==> src/sv/kli_pkg.sv <==
// Package with the types and constants of the keyframe interpolator.
package kli_pkg;
	localparam int MaxKeys = 64;
	localparam int SlotW = $clog2(MaxKeys);
	localparam int CountW = $clog2(MaxKeys + 1);
	localparam logic [31:0] QOne = 32'h0001_0000;
	localparam logic [2:0] ST_INTERP = 3'd0;
	localparam logic [2:0] ST_FIRST = 3'd1;
	localparam logic [2:0] ST_LAST = 3'd2;
	localparam logic [2:0] ST_EMPTY = 3'd3;
	localparam logic [2:0] ST_WRITTEN = 3'd4;
	localparam logic CMD_WRITE = 1'b0;
	localparam logic CMD_EVAL = 1'b1;
	localparam logic CFG_KEY_COUNT = 1'b0;
	localparam logic CFG_EMPTY_ONE = 1'b1;

	typedef struct packed {
		logic command;
		logic [5:0] key_slot;
		logic [31:0] key_time;
		logic signed [31:0] key_x;
		logic signed [31:0] key_y;
		logic signed [31:0] key_z;
		logic [31:0] query_time;
	} in_item_t;

	typedef struct packed {
		logic signed [31:0] out_x;
		logic signed [31:0] out_y;
		logic signed [31:0] out_z;
		logic [2:0] status;
	} out_item_t;

	typedef struct packed {
		logic command;
		logic [5:0] key_slot;
		logic [31:0] key_time;
		logic [95:0] key_xyz;
		logic [31:0] query_time;
	} cmd_t;
endpackage

==> src/sv/kli_front.sv <==
// Front part: accepts commands into a two-entry queue.
module kli_front import kli_pkg::*; (
	input logic clk,
	input logic arst_n,
	input logic start,
	input in_item_t in_item,
	output logic busy,
	input logic pop,
	output logic avail,
	output cmd_t head
);
	cmd_t q_q [2];
	logic rd_q, wr_q;
	logic [1:0] cnt_q;
	logic push;
	assign busy = cnt_q == 2'd2;
	assign push = start && !busy;
	assign avail = cnt_q != 2'd0;
	assign head = q_q[rd_q];
	always_ff @(posedge clk) begin
		if (push) q_q[wr_q] <= '{in_item.command, in_item.key_slot, in_item.key_time,
			{in_item.key_x, in_item.key_y, in_item.key_z}, in_item.query_time};
	end
	always_ff @(posedge clk or negedge arst_n) begin
		if (!arst_n) begin
			rd_q <= 1'b0;
			wr_q <= 1'b0;
			cnt_q <= 2'd0;
		end else begin
			if (push) wr_q <= !wr_q;
			if (pop) rd_q <= !rd_q;
			cnt_q <= cnt_q + 2'(push) - 2'(pop);
		end
	end
endmodule

==> config.mk <==
export PLATFORM = sky130hd
export DESIGN_NAME = kli_front
export DESIGN_NICKNAME = d
export VERILOG_FILES = /design/src/sv/kli_pkg.sv /design/src/sv/kli_front.sv
export SDC_FILE = /design/constraint.sdc
export NUM_CORES = 1
export LEC_CHECK = 0
export ABC_CLOCK_PERIOD_IN_PS = 10000
export BUFFER_PORTS_ARGS = -buffer_cell sky130_fd_sc_hd__buf_2
export CAP_MARGIN = 25
export CORE_MARGIN = 2
export CORE_UTILIZATION = 52
export DETAILED_ROUTE_END_ITERATION = 12
export GPL_TIMING_DRIVEN = 0
export PLACE_DENSITY = 0.79
export SETUP_SLACK_MARGIN = 0.4
export SYNTH_ARGS = -nofsm -noshare
export SYNTH_HDL_FRONTEND = slang
export SYNTH_SLANG_ARGS = --single-unit
==> constraint.sdc <==
create_clock -name clk -period 10 [get_ports clk]
set_input_delay 1 -clock clk [delete_from_list [all_inputs] [get_ports clk]]
set_output_delay 1 -clock clk [all_outputs]
set_load 0.005 [all_outputs]
==> impl_metrics.py, run 1 <==
metrics = {
    "worst_setup_path": {
        "path_delay_family": "buffers and inverters",
        "r2r-end": "q_q[0][53]",
        "r2r-start": "cnt_q[1]",
        "cp_slowest_cell": "dfrtp_1",
        "crit_top_cell": "buf_6",
        "cp_num_cells": 5,
        "crit_path_start_kind": "flip-flop",
        "rrSetupSlack_ps": 7680,
        "cp-endpoint": "head[70]",
        "crit_arrival_ps": 1840,
        "slowest_delay_ps": 340,
        "worst_ep_required_time_ps": 9000,
        "cp-end-kind": "primary output",
        "cp_cell_sequence": "buf_6 -> buf_6 -> buf_6 -> mux2_4 -> buf_2",
        "cp_num_buf_inv": 4,
        "r2r_cells": 6,
        "critPathKind": "flip-flop to primary output",
        "crit_fanout": 10,
        "crit_start": "rd_q",
    },
    "clock_tree": {
        "cts_resized": 0,
        "cts_tree": "done",
        "hold_buffers": 0,
        "path_clk_slew_ps": 60,
        "htree_levels": 2,
        "post-cts-setup-buffer-count": 0,
        "clock_path_buffers": 3,
        "insertion_delay_ps": 500,
        "numCtsBuffers": 36,
        "clkSinkCount": 338,
        "clockRootBuffer": "clkbuf_16",
    },
    "sta": {
        "fin_worst_skew_ps": 21.6,
        "min_period_over_period": 0.284,
        "max_slew_margin": 0.501,
        "hold_violations": 0,
        "drv_slew": 0,
        "period_needed_ps": 2840,
        "tightestPinTransition_ps": 747,
        "setup_ws_ps": 7160,
        "setup_viol": 0,
        "rsz0062_at_grt": "no",
        "fmax_mhz": 352,
    },
    "grt": {
        "track_usage": 0.184,
        "grt_pass1_vias": 6840,
        "grt-ovfl-total": 0,
        "grt_pass1_wl_um": 36300,
        "antenna_found_initial": 5,
        "grt_start_max_net_pins": 54,
    },
    "floorplanning": {
        "core-area_um2": 24100,
        "die_x_um": 160,
        "io_pins": 340,
        "fp.dieH_um": 160,
        "start_util": 0.526,
        "die_area_um2": 25600,
        "rows": 57,
    },
    "synthesis": {
        "synthArstFlopShare": 0.0118,
        "ys.flop_type": "edfxtp_1",
        "synth_nets": 710,
        "yosysMostFrequentCell": "edfxtp_1",
        "synth_cells": 537,
        "synth_cell_types": 15,
        "synthSimpleGateAreaFrac": 0.00207,
        "synth_top_family_by_area": "multiplexers",
        "synth_xor_area_frac": 0.00276,
        "netlist.area_leader.share": 0.791,
        "synth_area_leaders": "edfxtp_1, mux2_4, mux2_2",
        "synth-edff-count": 334,
        "yosys_warnings": 0,
        "muxShareOfSynthArea": 0.178,
        "synth_compound_area_frac": 0,
        "synth_largest_area_cell": "edfxtp_1",
        "synth.avg_cell_area_um2": 23.6,
        "netlist_area_um2": 12700,
        "synth-seq-cells": 338,
        "synth.yosys.seq_area_share": 0.799,
        "ys_top_cells_by_count": "edfxtp_1, mux2_4, mux2_2",
        "synthAdderAreaFrac": 0.00197,
    },
    "layout": {
        "nets": 1096,
        "area_growth_pct": 27.5,
        "final-instance-count-excl-fill": 1276,
        "drive_gt1_frac": 0.615,
        "postLayoutCellArea_um2": 16200,
    },
    "drt": {
        "remaining_drc_errors": 0,
        "dr.pass1.iters": 4,
        "antenna_left": 0,
        "drt_wl_total_um": 23900,
        "vias": 6336,
        "viasPerCell": 4.97,
        "drtIter0Drc": 306,
        "wl_per_cell_um": 18.7,
    },
    "power": {
        "combinationalPowerShare": 0.307,
        "power.static_leakage_uw": 0.00638,
        "sw_frac_of_total": 0.262,
        "p_sw_uw": 1240,
        "clockPowerShare": 0.268,
        "p_seq_frac": 0.424,
        "intPower_uw": 3490,
        "vdd_ir_drop_max_mv": 0.194,
        "cellPowerDensity_nw_per_um2": 293,
        "power_uw": 4730,
    },
    "hold_path": {
        "hold_class": "input port to asynchronous set/reset pin",
    },
    "flow_run": {
        "cap_violations": 0,
    },
    "place": {
        "hpwlAfterDp_um": 16800,
        "portBuffers": 339,
        "placed_cell_area_um2": 15000,
        "dp.cells": 1209,
        "dp_slack_ps": 7120,
        "place.gp.congestion": 0.747,
    },
    "run_status": {
        "status": "complete, no violations",
    },
}
-- flip-flops by register name (all words and copies together) (netlist names) --
name	cells
wr_q	1
q_q	334
cnt_q	2
rd_q	1
-- cells by family (layout without fill, tap and decap cells) --
| logic type | count (synthesis) | count (layout) |
|---|---|---|
| flip-flops | 338 | 338 |
| AND/OR/NAND/NOR | 5 | 5 |
| XOR/XNOR | 4 | 4 |
| multiplexers | 167 | 167 |
| other | 0 | 4 |
| adder cells (fa/ha/maj) | 2 | 2 |
| buffers and inverters | 21 | 432 |
-- worst min path at each step --
stage / startpoint / end / slack [ps] / cells past startpoint
floorplan: wr_q / wr_q / 460 / 1
global placement: wr_q / wr_q / 480 / 1
detailed placement: cnt_q[0] / cnt_q[0] / 520 / 1
CTS: arst_n / cnt_q[1] / 280 / 1
global route: arst_n / cnt_q[1] / 280 / 1
finish: arst_n / cnt_q[0] / 290 / 1
-- cell usage in the layout (no fill, tap or decap) --
cell	synthesis	layout
dfrtp_1	4	4
buf_16	0	5
buf_6	15	15
ha_1	2	2
and3_4	0	1
mux2_4	101	101
nand2_1	1	1
clkinv_1	0	11
nor2_4	0	1
diode_2	0	4
inv_1	2	2
clkinv_2	0	3
buf_2	4	343
edfxtp_1	334	334
or2_2	1	1
nand2b_1	1	1
clkinv_4	0	2
clkbuf_1	0	6
mux2_2	66	66
bufinv_16	0	4
xnor2_1	3	3
xor2_1	1	1
clkbuf_16	0	37
buf_12	0	4
-- cell type report --
class / count / area [µm²]
diodes: 4 / 10.0
plain buffers: 19 / 189
clock buffers: 43 / 948
clock inverters: 20 / 194
fillers: 1694 / 7950
inverters: 2 / 7.51
multi-input cells: 178 / 2360
flip-flops and latches: 338 / 10100
well taps: 324 / 405
repair buffers: 348 / 1910
-- worst reg2reg max path: stages (launching register included) --
cell	delay, ps
dfrtp_1	410
nand2b_1	130
nand2_1	150
nor2_4	600
buf_16	260
buf_12	220
buf_12	230
-- routing by layer --
| layer | global-route usage | share of wire | vias to the layer above |
|---|---|---|---|
| met1 | 0.210 | 0.37 | 3063 |
| met4 | 0.0799 | 0.036 | 2 |
| li1 | - | - | 2934 |
| met5 | 0 | 0.00054 | - |
| met2 | 0.322 | 0.51 | 277 |
| met3 | 0.0571 | 0.079 | 60 |
-- power by group through the flow --
stage | registers, µW | logic, µW | clock network [µW]
after floorplan | 2090 | 885 | 0
after global placement | 2150 | 1390 | 0
after detailed placement | 2040 | 1480 | 0
after CTS | 2010 | 1480 | 1300
after global routing | 2030 | 1560 | 1350
final | 2010 | 1450 | 1270
-- through the flow --
step	utilization	TNS, ps	hold slack (ps)
after floorplan	-	0	460
after global placement	0.613	-450960	476
after detailed placement	0.622	0	516
after CTS	0.670	0	279
after global routing	0.670	0	284
final	0.670	0	291
Power figures use the tool's default switching activity.
==> inputs of run 2 (changes only) <==
- ABC_CLOCK_PERIOD_IN_PS: 10000 -> 2750
- clock period: 10 -> 2.75 ns (I/O delays scaled with it)
==> impl_metrics.py, run 2 (synthesis gave the netlist of run 1 again) <==
metrics = {
    "layout": {
        "drive_gt1_frac": 0.523,
        "n_antenna_cell": 0,
        "nets": 1263,
        "fin_util": 0.736,
        "final_common_cell": "buf_2",
        "final-instance-count-excl-fill": 1437,
        "register_area_um2": 10100,
        "multiInputGateArea_um2": 2360,
        "reg_top3": "q_q: 334 flops, cnt_q: 2 flops",
        "final_cell_mix": "buf_2, edfxtp_1, dlygate4sd3_1",
        "top_register": "q_q",
        "fillers": 1414,
        "area_growth_pct": 40.0,
        "largest_reg_flops": 334,
    },
    "power": {
        "vdd_ir_drop_max_mv": 0.751,
        "power.static_leakage_uw": 0.00704,
        "cellPowerDensity_nw_per_um2": 981,
        "power_uw": 17400,
    },
    "clock_tree": {
        "numCtsBuffers": 35,
        "clockRootBuffer": "clkbuf_16",
        "cts_resized": 0,
        "insertion_delay_ps": 500,
        "clkSinkCount": 338,
        "post-cts-setup-buffer-count": 0,
        "clock_path_buffers": 3,
        "htree_levels": 2,
        "path_clk_slew_ps": 60,
        "cts_tree": "done",
        "hold_buffers": 169,
    },
    "grt": {
        "grt_start_max_net_pins": 67,
        "track_usage": 0.227,
        "antenna_found_initial": 1,
        "grt_pass1_wl_um": 44200,
        "grt_pass1_vias": 7754,
        "grt-ovfl-total": 0,
    },
    "floorplanning": {
        "io_pins": 340,
        "start_util": 0.526,
        "die_area_um2": 25600,
        "die_x_um": 160,
        "rows": 57,
        "fp.dieH_um": 160,
        "core-area_um2": 24100,
    },
    "drt": {
        "antenna_left": 0,
        "vias": 7205,
        "viasPerCell": 5.01,
        "drtIter0Drc": 453,
        "dr.pass1.iters": 5,
        "remaining_drc_errors": 0,
        "drt_wl_total_um": 29600,
        "wl_per_cell_um": 20.6,
    },
    "place": {
        "portBuffers": 339,
        "hpwlAfterDp_um": 17000,
        "place.gp.congestion": 0.755,
        "dp.cells": 1208,
    },
    "sta": {
        "setup_viol": 0,
        "hold_violations": 0,
        "max_slew_margin": 0.483,
        "fin_worst_skew_ps": 18.2,
        "rsz0062_at_grt": "no",
        "fmax_mhz": 465,
        "tightestPinTransition_ps": 776,
        "drv_slew": 0,
        "period_needed_ps": 2150,
        "min_period_over_period": 0.782,
    },
    "worst_setup_path": {
        "r2r-start": "cnt_q[1]",
        "rrSetupSlack_ps": 600,
        "crit_path_start_kind": "flip-flop",
        "crit_fanout": 32,
        "cp-end-kind": "flip-flop",
        "r2r-end": "q_q[0][105]",
        "crit_arrival_ps": 2350,
        "worst_ep_required_time_ps": 2950,
        "r2r_cells": 6,
        "critPathKind": "flip-flop to flip-flop",
    },
    "hold_path": {
        "hold_path_startpoint": "start",
        "min_path_cells": 3,
        "hold_class": "input port to flip-flop",
        "min_to": "wr_q",
    },
    "run_status": {
        "status": "complete, no violations",
    },
    "flow_run": {
        "cap_violations": 0,
    },
}
run 2: cell types whose count changed in the layout (fill, tap and decap cells not counted), sizes merged:
cell	previous run	this run
dlygate4sd3	0	169
diode	4	0
bufinv	4	2
buf	367	366
clkbuf	43	42
clkinv	16	15
clkinvlp	0	1
run 2: area by class of cell:
| cell class | count | area share |
|---|---|---|
| clock inverter | 18 | 0.00734 |
| timing repair buffer | 516 | 0.201 |
| clock buffer | 42 | 0.0533 |
| inverter | 2 | 0.000423 |
| multi-input combinational | 178 | 0.133 |
| sequential | 338 | 0.571 |
| buffer | 19 | 0.0107 |
| tap | 324 | 0.0229 |
run 2: routing by layer:
metal	global-route usage	vias to the layer above	routed length, µm
met5	0	-	15
met4	0.0815	2	1010
met3	0.0636	71	2180
met2	0.419	341	15800
met1	0.252	3536	10700
li1	-	3255	-
run 2: worst max-delay path by stage:
stage | start | end | slack (ps)
floorplan | cnt_q[1] | q_q[0][0] | -740
global placement | cnt_q[1] | q_q[0][77] | -2070
detailed placement | cnt_q[1] | q_q[0][17] | 580
CTS | rd_q | head[100] | 560
global route | cnt_q[1] | q_q[0][60] | 440
finish | cnt_q[1] | q_q[0][105] | 600
run 2: worst max-delay path: stages (launching register included):
cell	delay (ps)
dfrtp_1	400
nand2b_1	140
nand2_2	110
nor2_4	430
buf_12	290
buf_12	240
buf_12	230
run 2: where the power goes:
group,leakage (µW),internal [µW],switching [µW]
Combinational,0.00337,2960,2610
Clock,0.000525,2620,1850
Sequential,0.00315,7040,311
run 2: through the flow:
step	hold slack, ps	instance area [µm²]	TNS [ps]	setup WS (ps)
floorplan	-20.6	12700	-168770	-741
global placement	95.1	14800	-567700	-2070
detailed placement	100	15000	0	579
CTS	113	17700	0	562
global route	133	17700	0	443
finish	134	17700	0	599
==> inputs of run 3 (changes only) <==
- ABC_CLOCK_PERIOD_IN_PS: 2750 -> 1800
- CORE_UTILIZATION: 52 -> 47
- PLACE_DENSITY: 0.79 -> 0.75
- clock period: 2.75 -> 1.8 ns (I/O delays scaled with it)
==> impl_metrics.py, run 3 (synthesis gave the netlist of run 1 again) <==
metrics = {
    "floorplanning": {
        "start_util": 0.474,
        "io_pins": 340,
        "rows": 60,
        "core-area_um2": 26700,
        "die_area_um2": 28300,
        "die_x_um": 168,
        "fp.dieH_um": 168,
    },
    "layout": {
        "final-instance-count-excl-fill": 1539,
        "register_area_um2": 10100,
        "drive_gt1_frac": 0.564,
        "multiInputGateArea_um2": 2550,
        "nets": 1343,
        "final_common_cell": "edfxtp_1",
        "largest_reg_flops": 334,
        "final_cell_mix": "edfxtp_1, buf_2, dlygate4sd3_1",
        "area_growth_pct": 58.0,
        "postLayoutCellArea_um2": 20000,
        "reg_top3": "q_q: 334 flops, cnt_q: 2 flops",
        "top_register": "q_q",
        "fillers": 1440,
    },
    "drt": {
        "drt_wl_total_um": 36200,
        "dr.pass1.iters": 5,
        "vias": 7743,
        "viasPerCell": 5.03,
        "met3_length_um": 2420,
        "wl_met2_um": 19400,
        "remaining_drc_errors": 0,
        "antenna_left": 0,
        "wl_per_cell_um": 23.5,
        "wl_met1_um": 13500,
        "highest_layer": "met5",
        "drtIter0Drc": 453,
    },
    "worst_setup_path": {
        "cp_cell_sequence": "buf_12 -> clkbuf_16 -> clkbuf_16 -> mux2_4 -> buf_6",
        "cp-end-kind": "primary output",
        "crit_path_start_kind": "flip-flop",
        "critPathKind": "flip-flop to primary output",
        "cp_slowest_cell": "dfrtp_1",
        "crit_fanout": 8,
        "crit_arrival_ps": 1840,
        "crit_top_cell": "clkbuf_16",
        "worst_ep_required_time_ps": 1620,
        "slowest_delay_ps": 400,
    },
    "grt": {
        "grt_pass1_vias": 8127,
        "track_usage": 0.212,
        "grt_start_max_net_pins": 32,
        "grt-ovfl-total": 0,
        "antenna_found_initial": 4,
        "grt_pass1_wl_um": 45400,
    },
    "power": {
        "cellPowerDensity_nw_per_um2": 1590,
        "power.static_leakage_uw": 0.00810,
        "vdd_ir_drop_max_mv": 1.21,
        "power_uw": 31900,
    },
    "sta": {
        "setup_ws_ps": -222,
        "rsz0062_at_grt": "yes",
        "min_period_over_period": 1.12,
        "max_slew_margin": 0.756,
        "drv_slew": 0,
        "setup_tns_ps": -28850,
        "fin_worst_skew_ps": 18.5,
        "fmax_mhz": 494,
        "period_needed_ps": 2020,
        "hold_violations": 0,
        "tightestPinTransition_ps": 367,
        "setup_viol": 175,
    },
    "place": {
        "place.gp.congestion": 0.721,
        "placed_cell_area_um2": 15000,
        "hpwlAfterDp_um": 16600,
        "dp_slack_ps": -238,
        "portBuffers": 339,
        "dp.cells": 1225,
    },
    "clock_tree": {
        "clkSinkCount": 338,
        "numCtsBuffers": 35,
        "clock_path_buffers": 3,
        "clockRootBuffer": "clkbuf_16",
        "cts_tree": "done",
        "insertion_delay_ps": 510,
        "path_clk_slew_ps": 70,
        "htree_levels": 2,
    },
    "flow_run": {
        "cap_violations": 0,
    },
    "run_status": {
        "status": "complete, but fails checks",
        "violations": "setup timing",
    },
    "hold_path": {
        "hold_class": "input port to asynchronous set/reset pin",
    },
}
run 3: critical path, delay by kind of cell (launching register included):
kind     cells  cell delay (ps)
buf+inv      4              630
flops        1              400
mux          1              310
run 3: area by class of cell:
cell class                 count  share of cell area
antenna                        2            0.000250
sequential                   338               0.506
timing repair buffer         593               0.271
clock inverter                21             0.00806
multi-input combinational    181               0.127
tap                          341              0.0213
buffer                        19              0.0181
clock buffer                  42              0.0472
inverter                       2            0.000625
run 3: repair_timing:
item | in CTS | in global routing
cloned | 17 | 22
endpoints found under the hold margin | 339 | 0
endpoints found under the setup margin | 496 | 484
hold buffers | 169 | 0
buffers inserted | 21 | 20
pin swaps | 1 | 5
resized for setup | 42 | 168
run 3: path summary, 6_finish.rpt:
path | from | slack (ps) | end | cells past startpoint
max | rd_q | -220 | head[98] | 5
min | arst_n | 40 | cnt_q[0] | 2
max reg2reg | cnt_q[0] | -10 | q_q[0][72] | 9
min reg2reg | cnt_q[0] | 670 | cnt_q[0] | 2
max in group asynchronous | arst_n | 1630 | cnt_q[1] | 2
min in group clk | start | 260 | q_q[1][25] | 2
run 3: per-stage QoR:
step	hold WS, ps	util
after floorplan	-116	-
after global placement	-9.30	0.554
after detailed placement	-5.74	0.561
after CTS	8.41	0.695
after global routing	22.7	0.749
final	40.6	0.749
run 3: layer usage:
metal | vias up | track usage
met2 | 352 | 0.393
li1 | 3440 | -
met1 | 3880 | 0.236
met4 | 6 | 0.0686
met5 | - | 0
met3 | 65 | 0.0602
run 3: power by group:
part / switching, µW / total [µW] / internal, µW
combinational: 5370 / 13500 / 8180
clock: 2990 / 7040 / 4050
sequential: 535 / 11300 / 10700
total: 8900 / 31900 / 23000
